<file path="config.mk">
export PLATFORM = sky130hd
export DESIGN_NAME = clipped_color_key_blitter
export DESIGN_NICKNAME = d
export VERILOG_FILES = /design/src/cckb_pkg.sv /design/src/clipped_color_key_blitter.sv
export SDC_FILE = /design/constraint.sdc
export NUM_CORES = 2
export LEC_CHECK = 0
export ABC_AREA = 0
export BUFFER_PORTS_ARGS = -buffer_cell sky130_fd_sc_hd__buf_2
export CAP_MARGIN = 40
export CORE_ASPECT_RATIO = 0.9
export CORE_MARGIN = 1.5
export CORE_UTILIZATION = 35
export CTS_CLUSTER_DIAMETER = 100
export DETAILED_ROUTE_END_ITERATION = 16
export PLACE_DENSITY = 0.63
export SLEW_MARGIN = 20
export SYNTH_ARGS = -nofsm -noshare
export SYNTH_HDL_FRONTEND = slang
export SYNTH_SLANG_ARGS = --single-unit
</file>
<file path="constraint.sdc">
create_clock -name aclk -period 9.5 [get_ports aclk]
set_input_delay 0 -clock aclk [delete_from_list [all_inputs] [get_ports aclk]]
set_output_delay 0 -clock aclk [all_outputs]
set_load 0.01 [all_outputs]
</file>
<file path="src/cckb_pkg.sv">
// Shared constants and types for the clipped color-key blitter.
package cckb_pkg;

    localparam int MAX_DIM_DEF = 2048;
    localparam int COORD_W     = 16;
    localparam int ADDR_W      = 22;
    localparam int PIXEL_W     = 32;
    localparam int CFG_IDX_W   = 3;
    localparam int CFG_DATA_W  = 64;
    localparam int IN_DATA_W   = 32;
    localparam int OUT_DATA_W  = 80;

    typedef enum logic [1:0] {
        ST_STARTED  = 2'd0,
        ST_NOTHING  = 2'd1,
        ST_NO_SCALE = 2'd2,
        ST_STEP     = 2'd3
    } status_t;

    localparam logic OP_START = 1'b0;
    localparam logic OP_STEP  = 1'b1;

    localparam logic [CFG_IDX_W-1:0] CFG_DEST_SIZE   = 3'd0;
    localparam logic [CFG_IDX_W-1:0] CFG_SOURCE_SIZE = 3'd1;
    localparam logic [CFG_IDX_W-1:0] CFG_DEST_RECT   = 3'd2;
    localparam logic [CFG_IDX_W-1:0] CFG_SOURCE_RECT = 3'd3;
    localparam logic [CFG_IDX_W-1:0] CFG_MODE        = 3'd4;
    localparam logic [CFG_IDX_W-1:0] CFG_KEY_COLOR   = 3'd5;
    localparam logic [CFG_IDX_W-1:0] CFG_FILL_COLOR  = 3'd6;

endpackage

</file>
<file path="src/clipped_color_key_blitter.sv">
// Clipped color-key blit engine: start/clip logic, pixel walk and result register.
//
// A start beat latches the destination rectangle clipped to the destination surface and
// answers with one result: started (with the first source address to fetch, or zero when
// filling), nothing to do, or scaling unsupported. Each following step beat carries the
// source pixel fetched at the announced address and yields one destination write result;
// tlast marks the final pixel or a start that starts no walk. The block sustains one beat
// per clock while the output side is not stalled: a beat is held in the input register and
// then moves to the result register, which drives m_tvalid and m_tdata until the result is
// taken. Both address products (row times surface width) are formed in the single stage
// between the two registers.
module clipped_color_key_blitter #(
    parameter int MAX_DIM = cckb_pkg::MAX_DIM_DEF
) (
    input  logic                             aclk,
    input  logic                             aresetn,
    input  logic                             cfg_wr_en,
    input  logic [cckb_pkg::CFG_IDX_W-1:0]   cfg_index,
    input  logic [cckb_pkg::CFG_DATA_W-1:0]  cfg_wdata,
    input  logic                             s_tvalid,
    output logic                             s_tready,
    input  logic [cckb_pkg::IN_DATA_W-1:0]   s_tdata,   // src_pixel[31:0]
    input  logic                             s_tuser,   // opcode
    output logic                             m_tvalid,
    input  logic                             m_tready,
    // status[1:0], write_enable[2], dest_address[24:3], write_data[56:25],
    // next_src_address[78:57], zero pad [79]
    output logic [cckb_pkg::OUT_DATA_W-1:0]  m_tdata,
    output logic                             m_tlast
);

    localparam int DIM_W  = $clog2(MAX_DIM + 1);
    localparam int CW     = cckb_pkg::COORD_W;
    localparam int AW     = cckb_pkg::ADDR_W;
    localparam int PW0    = CW + DIM_W + 1;
    localparam int PROD_W = (PW0 > AW) ? PW0 : AW;

    // Configuration registers.
    logic [31:0]                      dest_size_reg, source_size_reg;
    logic [63:0]                      dest_rect_reg, source_rect_reg;
    logic [1:0]                       mode_reg;
    logic [cckb_pkg::PIXEL_W-1:0]     key_color_reg, fill_color_reg;

    // Input register.
    logic                             in_valid_reg;
    logic                             in_op_reg;
    logic [cckb_pkg::PIXEL_W-1:0]     in_pixel_reg;

    // Walk state.
    logic                             active_reg, active_next;
    logic [DIM_W-1:0]                 clip_left_reg, clip_left_next;
    logic [DIM_W-1:0]                 clip_right_reg, clip_right_next;
    logic [DIM_W-1:0]                 clip_bottom_reg, clip_bottom_next;
    logic [DIM_W-1:0]                 dest_col_reg, dest_col_next;
    logic [DIM_W-1:0]                 dest_row_reg, dest_row_next;
    logic [CW-1:0]                    src_col_reg, src_col_next;
    logic [CW-1:0]                    src_row_reg, src_row_next;
    logic [CW-1:0]                    src_row_start_col_reg, src_row_start_col_next;

    // Result register.
    logic                             out_valid_reg;
    cckb_pkg::status_t                status_reg, status_next;
    logic                             we_reg, we_next;
    logic [AW-1:0]                    daddr_reg, daddr_next;
    logic [cckb_pkg::PIXEL_W-1:0]     wdata_reg, wdata_next;
    logic [AW-1:0]                    naddr_reg, naddr_next;
    logic                             last_reg, last_next;

    logic                             adv;
    logic                             fill;
    logic [DIM_W-1:0]                 dw_surf, dh_surf, sw_surf;
    logic signed [CW-1:0]             dl, dt, dr, db, sl, st;
    logic signed [CW-1:0]             sr, sb;
    logic signed [CW:0]               src_w, src_h, dst_w, dst_h;
    logic signed [CW:0]               dw_s, dh_s, dl_c, dt_c, dr_c, db_c;
    logic                             src_empty, size_mismatch, dst_empty;
    logic [CW-1:0]                    sl_c, st_c;
    logic [DIM_W-1:0]                 dcol_inc, drow_inc;
    logic                             wrap, done, keyed;
    logic [CW-1:0]                    step_src_col, step_src_row;
    logic [CW-1:0]                    mul_row, mul_col;
    logic [PROD_W-1:0]                src_prod, dst_prod;
    logic [AW-1:0]                    src_addr, dst_addr;

    assign adv      = in_valid_reg && (!out_valid_reg || m_tready);
    assign s_tready = !in_valid_reg || adv;
    assign fill     = mode_reg[0];

    always_comb begin
        dw_surf = (dest_size_reg[15:0] > 16'(MAX_DIM)) ? DIM_W'(MAX_DIM)
                                                       : dest_size_reg[DIM_W-1:0];
        dh_surf = (dest_size_reg[31:16] > 16'(MAX_DIM)) ? DIM_W'(MAX_DIM)
                                                        : dest_size_reg[16+DIM_W-1:16];
        sw_surf = (source_size_reg[15:0] > 16'(MAX_DIM)) ? DIM_W'(MAX_DIM)
                                                         : source_size_reg[DIM_W-1:0];
    end

    // Start decoding: size checks and clipping against the destination surface.
    always_comb begin
        dl = signed'(dest_rect_reg[15:0]);
        dt = signed'(dest_rect_reg[31:16]);
        dr = signed'(dest_rect_reg[47:32]);
        db = signed'(dest_rect_reg[63:48]);
        sl = signed'(source_rect_reg[15:0]);
        st = signed'(source_rect_reg[31:16]);
        sr = signed'(source_rect_reg[47:32]);
        sb = signed'(source_rect_reg[63:48]);
        src_w = 17'(sr) - 17'(sl);
        src_h = 17'(sb) - 17'(st);
        dst_w = 17'(dr) - 17'(dl);
        dst_h = 17'(db) - 17'(dt);
        src_empty     = (src_w <= 0) || (src_h <= 0);
        size_mismatch = (src_w != dst_w) || (src_h != dst_h);
        dw_s = signed'(17'(dw_surf));
        dh_s = signed'(17'(dh_surf));
        dl_c = dl[CW-1] ? '0 : 17'(dl);
        dt_c = dt[CW-1] ? '0 : 17'(dt);
        dr_c = (17'(dr) > dw_s) ? dw_s : 17'(dr);
        db_c = (17'(db) > dh_s) ? dh_s : 17'(db);
        dst_empty = (dr_c <= dl_c) || (db_c <= dt_c);
        sl_c = sl[CW-1] ? '0 : CW'(sl);
        st_c = st[CW-1] ? '0 : CW'(st);
    end

    // Pixel walk advance.
    always_comb begin
        dcol_inc     = dest_col_reg + 1'b1;
        drow_inc     = dest_row_reg + 1'b1;
        wrap         = dcol_inc >= clip_right_reg;
        done         = wrap && (drow_inc >= clip_bottom_reg);
        step_src_col = wrap ? src_row_start_col_reg : src_col_reg + 1'b1;
        step_src_row = wrap ? src_row_reg + 1'b1 : src_row_reg;
    end

    // Address products.
    always_comb begin
        mul_row  = (in_op_reg == cckb_pkg::OP_START) ? st_c : step_src_row;
        mul_col  = (in_op_reg == cckb_pkg::OP_START) ? sl_c : step_src_col;
        src_prod = PROD_W'(mul_row) * PROD_W'(sw_surf) + PROD_W'(mul_col);
        dst_prod = PROD_W'(dest_row_reg) * PROD_W'(dw_surf) + PROD_W'(dest_col_reg);
        src_addr = src_prod[AW-1:0];
        dst_addr = dst_prod[AW-1:0];
    end

    always_comb begin
        active_next            = active_reg;
        clip_left_next         = clip_left_reg;
        clip_right_next        = clip_right_reg;
        clip_bottom_next       = clip_bottom_reg;
        dest_col_next          = dest_col_reg;
        dest_row_next          = dest_row_reg;
        src_col_next           = src_col_reg;
        src_row_next           = src_row_reg;
        src_row_start_col_next = src_row_start_col_reg;
        status_next            = cckb_pkg::ST_STEP;
        we_next                = 1'b0;
        daddr_next             = '0;
        wdata_next             = '0;
        naddr_next             = '0;
        last_next              = 1'b0;
        keyed = mode_reg[1] && (in_pixel_reg == key_color_reg);
        if (in_op_reg == cckb_pkg::OP_START) begin
            active_next = 1'b0;
            if (!fill && src_empty) begin
                status_next = cckb_pkg::ST_NOTHING;
                last_next   = 1'b1;
            end else if (!fill && size_mismatch) begin
                status_next = cckb_pkg::ST_NO_SCALE;
                last_next   = 1'b1;
            end else if (dst_empty) begin
                status_next = cckb_pkg::ST_NOTHING;
                last_next   = 1'b1;
            end else begin
                active_next            = 1'b1;
                clip_left_next         = dl_c[DIM_W-1:0];
                clip_right_next        = dr_c[DIM_W-1:0];
                clip_bottom_next       = db_c[DIM_W-1:0];
                dest_col_next          = dl_c[DIM_W-1:0];
                dest_row_next          = dt_c[DIM_W-1:0];
                src_col_next           = sl_c;
                src_row_next           = st_c;
                src_row_start_col_next = sl_c;
                status_next            = cckb_pkg::ST_STARTED;
                naddr_next             = fill ? '0 : src_addr;
            end
        end else if (active_reg) begin
            we_next       = fill || !keyed;
            wdata_next    = fill ? fill_color_reg : (keyed ? '0 : in_pixel_reg);
            daddr_next    = dst_addr;
            dest_col_next = wrap ? clip_left_reg : dcol_inc;
            dest_row_next = wrap ? drow_inc : dest_row_reg;
            src_col_next  = step_src_col;
            src_row_next  = step_src_row;
            if (done) begin
                active_next = 1'b0;
                last_next   = 1'b1;
            end else if (!fill) begin
                naddr_next = src_addr;
            end
        end
    end

    always_ff @(posedge aclk) begin
        if (!aresetn) begin
            dest_size_reg   <= '0;
            source_size_reg <= '0;
            dest_rect_reg   <= '0;
            source_rect_reg <= '0;
            mode_reg        <= '0;
            key_color_reg   <= '0;
            fill_color_reg  <= '0;
        end else if (cfg_wr_en) begin
            case (cfg_index)
                cckb_pkg::CFG_DEST_SIZE:   dest_size_reg   <= cfg_wdata[31:0];
                cckb_pkg::CFG_SOURCE_SIZE: source_size_reg <= cfg_wdata[31:0];
                cckb_pkg::CFG_DEST_RECT:   dest_rect_reg   <= cfg_wdata;
                cckb_pkg::CFG_SOURCE_RECT: source_rect_reg <= cfg_wdata;
                cckb_pkg::CFG_MODE:        mode_reg        <= cfg_wdata[1:0];
                cckb_pkg::CFG_KEY_COLOR:   key_color_reg   <= cfg_wdata[31:0];
                cckb_pkg::CFG_FILL_COLOR:  fill_color_reg  <= cfg_wdata[31:0];
                default: begin
                end
            endcase
        end
    end

    always_ff @(posedge aclk) begin
        if (!aresetn) begin
            in_valid_reg <= 1'b0;
        end else if (s_tvalid && s_tready) begin
            in_valid_reg <= 1'b1;
        end else if (adv) begin
            in_valid_reg <= 1'b0;
        end
        if (s_tvalid && s_tready) begin
            in_op_reg    <= s_tuser;
            in_pixel_reg <= s_tdata[cckb_pkg::PIXEL_W-1:0];
        end
    end

    always_ff @(posedge aclk) begin
        if (!aresetn) begin
            active_reg            <= 1'b0;
            clip_left_reg         <= '0;
            clip_right_reg        <= '0;
            clip_bottom_reg       <= '0;
            dest_col_reg          <= '0;
            dest_row_reg          <= '0;
            src_col_reg           <= '0;
            src_row_reg           <= '0;
            src_row_start_col_reg <= '0;
        end else if (adv) begin
            active_reg            <= active_next;
            clip_left_reg         <= clip_left_next;
            clip_right_reg        <= clip_right_next;
            clip_bottom_reg       <= clip_bottom_next;
            dest_col_reg          <= dest_col_next;
            dest_row_reg          <= dest_row_next;
            src_col_reg           <= src_col_next;
            src_row_reg           <= src_row_next;
            src_row_start_col_reg <= src_row_start_col_next;
        end
    end

    always_ff @(posedge aclk) begin
        if (!aresetn) begin
            out_valid_reg <= 1'b0;
        end else if (adv) begin
            out_valid_reg <= 1'b1;
        end else if (m_tready) begin
            out_valid_reg <= 1'b0;
        end
        if (adv) begin
            status_reg <= status_next;
            we_reg     <= we_next;
            daddr_reg  <= daddr_next;
            wdata_reg  <= wdata_next;
            naddr_reg  <= naddr_next;
            last_reg   <= last_next;
        end
    end

    assign m_tvalid = out_valid_reg;
    assign m_tdata  = {1'b0, naddr_reg, wdata_reg, daddr_reg, we_reg, status_reg};
    assign m_tlast  = last_reg;

`ifndef SYNTHESIS
    a_walk_in_bounds: assert property (@(posedge aclk) disable iff (!aresetn)
        active_reg |-> (clip_left_reg <= dest_col_reg) && (dest_col_reg < clip_right_reg)
                       && (dest_row_reg < clip_bottom_reg))
        else $error("blit walk position outside the clipped rectangle");

    a_last_ends_walk: assert property (@(posedge aclk) disable iff (!aresetn)
        (adv && in_op_reg == cckb_pkg::OP_STEP && active_reg && done) |=> !active_reg)
        else $error("final pixel did not return the engine to idle");

    a_start_no_write: assert property (@(posedge aclk) disable iff (!aresetn)
        (out_valid_reg && status_reg != cckb_pkg::ST_STEP) |-> !we_reg)
        else $error("start result carries a destination write");
`endif

endmodule
</file>
Yosys cells after proc, flatten, opt, wreduce, memory -nomap -nowiden
Cells that the tools add are included.
{"block": "op_classes", "add_sub_neg": 10, "n_mul": 2, "magnitude_cmp": 11, "eq_ne": 14, "muxes": 63, "n_bitwise": 4, "reduce_logical": 31}
{"operator": "16-bit two-way mux", "count": 14}
{"operator": "12-bit two-way mux", "count": 15}
{"operator": "22-bit two-way mux", "count": 7}
{"operator": "16-bit by 16-bit subtractor with 17-bit output", "count": 4}
{"operator": "32-bit two-way mux", "count": 2}
{"operator": "15-bit two-way mux", "count": 4}
{"operator": "16-bit by 12-bit greater-than comparator with 1-bit output (second input constant)", "count": 3}
{"operator": "17-bit by 1-bit less-or-equal comparator with 1-bit output (second input constant)", "count": 2}
{"operator": "17-bit by 16-bit less-or-equal comparator with 1-bit output", "count": 2}
{"operator": "17-bit two-way mux", "count": 2}
{"operator": "17-bit != test", "count": 2}
{"operator": "16-bit by 1-bit adder with 16-bit output (second input constant)", "count": 2}
{"operator": "32-bit equality test", "count": 1}
{"operator": "16-bit by 13-bit greater-than comparator with 1-bit output", "count": 2}
{"operator": "12-bit by 1-bit adder with 12-bit output (second input constant)", "count": 2}
{"operator": "12-bit greater-or-equal comparator", "count": 2}
{"operator": "22-bit by 12-bit adder with 22-bit output", "count": 1}
{"operator": "22-bit by 16-bit adder with 22-bit output", "count": 1}
{"operator": "12-bit by 12-bit multiplier with 22-bit output", "count": 1}
{"operator": "16-bit by 12-bit multiplier with 22-bit output", "count": 1}
{"operator": "1-bit two-way mux", "count": 17}
{"operator": "2-bit AND reduction", "count": 8}
{"operator": "5-bit AND reduction", "count": 2}
{"operator": "3-bit equality test (second input constant)", "count": 3}
{"operator": "13 further kinds", "count": 35}
{"block": "word_totals", "regBits": 466, "input_bits": 105, "output_inout_bits": 83, "elab_cells": 162}

Logic depth before layout (Yosys ltp)
{"block": "logic_depth", "depth_word": 11, "mapped_depth": 39, "mapped_depth_nobuf": 38}

Least setup slack after synthesis
No wires, ideal clock.
{"block": "synth_path", "kind": "register to register", "startpoint": "register dest_col_reg[2]", "endpoint": "register naddr_reg[21], data pin", "setup_time_ns": 0.158, "arrival_ns": 8.813, "required_ns": 9.342, "path_slack_ns": 0.529, "path_stages_with_launch": 39, "path_buffers": 1, "period_less_slack_ns": 8.971, "path_cell_list": "dfxtp_1 and3_1 nand2_1 nor2_1 nand3_1 xnor2_1 ha_1 a211o_1 a2111oi_0 o21ai_0 a221oi_1 clkbuf_1 nor2_1 nand3_1 nor2_1 xor2_1 nand2_1 o21a_1 [... 3 more ...] fa_1 inv_1 fa_1 fa_1 inv_1 fa_1 inv_1 ha_1 nand2_1 o21ai_0 o41ai_1 o21ai_0 o41ai_1 o2111a_1 o21bai_1 a21oi_1 xnor3_1 nor3_1"}
{"block": "synth_between", "elab_chain_len": 11, "word_cells_on_any_way": 16, "classes_between": "add/sub: 2; mul: 1; order compare: 1; mux: 11; reduce/logical: 1"}
{"item": "start, declared", "line": "clipped_color_key_blitter.sv:54", "rtl": "logic [DIM_W-1:0] dest_col_reg, dest_col_next;"}
{"item": "start signal, assigned", "line": "clipped_color_key_blitter.sv:257", "rtl": "dest_col_reg <= dest_col_next;"}
{"item": "12-bit by 1-bit adder with 12-bit output (*)", "line": "clipped_color_key_blitter.sv:127", "rtl": "dcol_inc = dest_col_reg + 1'b1;"}
{"item": "12-bit greater-or-equal comparator (*)", "line": "clipped_color_key_blitter.sv:129", "rtl": "wrap = dcol_inc >= clip_right_reg;"}
{"item": "16-bit two-way mux", "line": "clipped_color_key_blitter.sv:132", "rtl": "step_src_row = wrap ? src_row_reg + 1'b1 : src_row_reg;"}
{"item": "16-bit two-way mux", "line": "clipped_color_key_blitter.sv:137", "rtl": "mul_row = (in_op_reg == cckb_pkg::OP_START) ? st_c : step_src_row;"}
{"item": "16-bit by 12-bit multiplier with 22-bit output", "line": "clipped_color_key_blitter.sv:139", "rtl": "src_prod = PROD_W'(mul_row) * PROD_W'(sw_surf) + PROD_W'(mul_col);"}
{"item": "22-bit by 16-bit adder with 22-bit output", "line": "clipped_color_key_blitter.sv:139"}
{"item": "22-bit two-way mux", "line": "clipped_color_key_blitter.sv:184, clipped_color_key_blitter.sv:197"}
{"item": "22-bit two-way mux", "line": "clipped_color_key_blitter.sv:170", "rtl": "end else if (dst_empty) begin"}
{"item": "22-bit two-way mux", "line": "clipped_color_key_blitter.sv:167", "rtl": "end else if (!fill && size_mismatch) begin"}
{"item": "22-bit two-way mux", "line": "clipped_color_key_blitter.sv:164", "rtl": "if (!fill && src_empty) begin"}
{"item": "22-bit two-way mux (*)", "line": "clipped_color_key_blitter.sv:162", "rtl": "if (in_op_reg == cckb_pkg::OP_START) begin"}
{"item": "net naddr_next[21]", "line": "clipped_color_key_blitter.sv:66", "rtl": "logic [AW-1:0] naddr_reg, naddr_next;"}
{"item": "end signal, assigned", "line": "clipped_color_key_blitter.sv:278", "rtl": "naddr_reg <= naddr_next;"}
{"item": "end, declared", "line": "clipped_color_key_blitter.sv:66"}
Mark *: on every way through the listed nets, which the timed path passes. The rest lies on a longest branch.
A chain may end at the register's enable or synchronous reset.

Worst setup path in the final report
{"block": "layout_path", "startpoint": "register dest_col_reg[0]", "endpoint": "register naddr_reg[21], data pin"}
The elaborated chain is that of the path after synthesis.

==> flow_summary.yaml <==
status:
  status: "complete, no violations"
power_and_ir_drop:
  power_uw: 5170
  total_leakage_power_uw: 0.0172
  irDropWorstVdd_v: 0.000117
  power_density_nw_per_um2: 126
min_path:
  worstHoldStart: "s_tdata[3]"
  hp-class: "primary input to flip-flop"
  hold_depth: 2
  min_to: "in_pixel_reg[3]"
cts:
  cts.htree.levels: 2
  cts_root_buf: "clkbuf_16"
  cts_tree: "yes"
  insertion_delay_ns: 0.66
  clockBufferDepth: 3
  cts_buffers: 56
  clock-sinks: 465
  clk_pin_slew_ns: 0.06
timing:
  hold_viol: 0
  clock_skew_ns: 0.0690
  slew-limit-headroom: 0.292
  fmaxAchievable_mhz: 111
  fin_tns_setup_ns: 0
  worstMarginPinSlew_ns: 1.06
  post-route-period-util: 0.951
  finalSetupViolations: 0
  maxSlewViolCount: 0
  fin_crit_ns: 9.04
global_routing:
  grt_overflow_total: 0
  grt_usage: 0.217
  antenna_found_initial: 2
  first_global_vias: 29200
  grt_pass1_wl_mm: 177
  grt_max_degree: 204
die:
  fp.dieH_um: 306
  core_um2: 100000
  start_util: 0.355
  die-area_um2: 104000
  ios: 188
  die_w_um: 340
  rows: 110
drt:
  post_drt_wl_per_cell_um: 19.5
  drc_errors: 0
  drt_iter0_markers: 2565
  dr.pass1.iters: 6
  vias: 30700
  vias_per_cell: 5.20
  ant_nets: 0
  finalWirelength_mm: 115
yosys:
  syn-cell-area_um2: 35700
  synth_async_sr_flop_share: 0
  yosysTopAreaCellShare: 0.198
  ys_seq_area_frac: 0.293
  ys_ff_latch: 465
  ys_types: 79
  syn-num-nets: 4924
  avgSynthCellArea_um2: 8.28
  synth_area_leader_cell: "dfxtp_1"
  ys_warn_count: 0
  synth_edf_count: 113
  netlist_top_cells_area: "dfxtp_1, fa_1, edfxtp_1"
  syn_inst: 4307
  yosys_most_used_dff: "dfxtp_1"
setup_path:
  slowest_delay_ns: 0.53
  cpMostUsedCell: "fa_1"
  crit_path_end_kind: "flip-flop"
  reg2reg_depth: 40
  arrival_ns: 9.54
  required_ns: 10.00
  critical_path_class: "flip-flop to flip-flop"
  slowest_stage: "fa_1"
  worstReg2RegStart: "dest_col_reg[0]"
  r2r_slack_ns: 0.46
  cp_max_fo: 5
  worstSetupStartpointType: "flip-flop"
  timing.rr.end: "naddr_reg[21]"
place:
  placed_area_um2: 38100
  place.gp.congestion: 0.924
  port_buffers: 186
  dp.final_hpwl_mm: 85.8
final_layout:
  stdcell_area_um2: 41200
  area_growth_pct: 15.4
  drive_gt1_frac: 0.102
  nNetsFinal: 5125
run:
  max-cap-violations: 0
==> layout by cell type, fill, tap and decap left out, types with 34 or more instances in the layout <==
master,synthesis,routed
nand2_1,849,847
inv_1,437,436
a21oi_1,411,410
nor2_1,365,360
dfxtp_1,352,348
fa_1,256,256
ha_1,256,256
buf_2,11,186
edfxtp_1,113,113
xnor2_1,110,109
dlygate4sd3_1,0,105
nand3_1,87,86
and3_1,86,84
o21ai_0,77,76
xor2_1,70,70
buf_4,8,61
clkbuf_16,0,60
nor3_1,53,52
a211oi_1,40,40
and2_1,39,39
mux2i_1,38,38
a21o_1,34,34
o21a_1,34,34
==> cells by family (layout without fill, tap and decap cells) <==
logic type	Yosys count	in the layout	synth area share
buf+inv	658	905	0.0707
compound gates	759	759	0.132
mux	53	53	0.0154
flops	465	465	0.293
other cells	1	2	0.000105
xor+xnor	191	191	0.0512
simple gates	1668	1668	0.205
fa+ha+maj	512	512	0.233
==> what timing repair did <==
item	in CTS	in global routing
endpoints found under the hold margin	294	0
gates resized for setup	0	12
setup buffers	0	2
hold buffers	105	0
setup endpoints to repair	0	1
==> critical path, delay by kind of cell (launching register included) <==
| kind | cells | cell delay, ns |
|---|---|---|
| AO/OA/AOI/OAI | 12 | 2.65 |
| XOR/XNOR | 3 | 0.72 |
| adder cells (fa/ha/maj) | 8 | 3.28 |
| buffers and inverters | 7 | 0.77 |
| flip-flops | 1 | 0.37 |
| AND/OR/NAND/NOR | 10 | 1.09 |
==> Yosys cell counts (all sizes together), types with 7 or more instances <==
master / instances
a2111oi: 7
a211oi: 72
a21o: 34
a21oi: 411
a22o: 10
a31oi: 20
and2: 39
and3: 86
buf: 37
clkbuf: 183
dfxtp: 352
edfxtp: 113
fa: 256
ha: 256
inv: 437
mux2: 15
mux2i: 38
nand2: 849
nand2b: 29
nand3: 87
nand3b: 8
nand4: 28
nor2: 366
nor2b: 28
nor3: 55
nor4: 20
o2111ai: 10
o211ai: 11
o21a: 34
o21ai: 81
o21bai: 9
o22ai: 11
o31ai: 9
or2: 39
or3: 13
or4: 8
xnor2: 110
xnor3: 9
xor2: 70
==> cell type report <==
type	count	area, um^2
antenna	1	2.50
inverter	438	1650
sequential	465	10400
fill	10100	59300
multi-input combinational	3184	22800
clock inverter	25	238
tap	1344	1680
clock buffer	79	1670
timing repair buffer	363	2660
==> power by group <==
| part | internal [uW] | switching (uW) |
|---|---|---|
| registers | 2070 | 43.1 |
| logic | 318 | 515 |
| clock network | 1290 | 930 |
| total | 3680 | 1490 |
==> per-stage QoR <==
step | instances | hold WS (ns) | setup WS (ns) | utilization
floorplan | 4307 | 0.0989 | 0.529 | -
CTS | 5892 | 0.0245 | 0.308 | 0.409
finish | 5899 | 0.0553 | 0.463 | 0.410
detailed placement | 5683 | 0.180 | 0.345 | 0.379
global route | 5899 | 0.0522 | -0.00396 | 0.410
global placement | 5682 | 0.178 | 0.489 | 0.379
==> worst max-delay path by stage <==
stage	startpoint	to	slack (ns)	cells after the start
after floorplan	dest_col_reg[2]	naddr_reg[21]	0.53	38
after global placement	dest_col_reg[0]	naddr_reg[21]	0.49	36
after detailed placement	dest_col_reg[2]	naddr_reg[21]	0.34	36
after CTS	dest_col_reg[2]	naddr_reg[21]	0.31	36
after global routing	dest_col_reg[5]	naddr_reg[21]	-0.004	39
final	dest_col_reg[0]	naddr_reg[21]	0.46	40
==> layer usage <==
layer,track usage,vias up,share of wire
met5,0,-,0.00010
met4,0.0587,2,0.026
met3,0.0296,165,0.069
met2,0.339,1082,0.44
met1,0.314,14800,0.46
li1,-,14600,-
No activity file was read; power rests on OpenSTA's default activity.
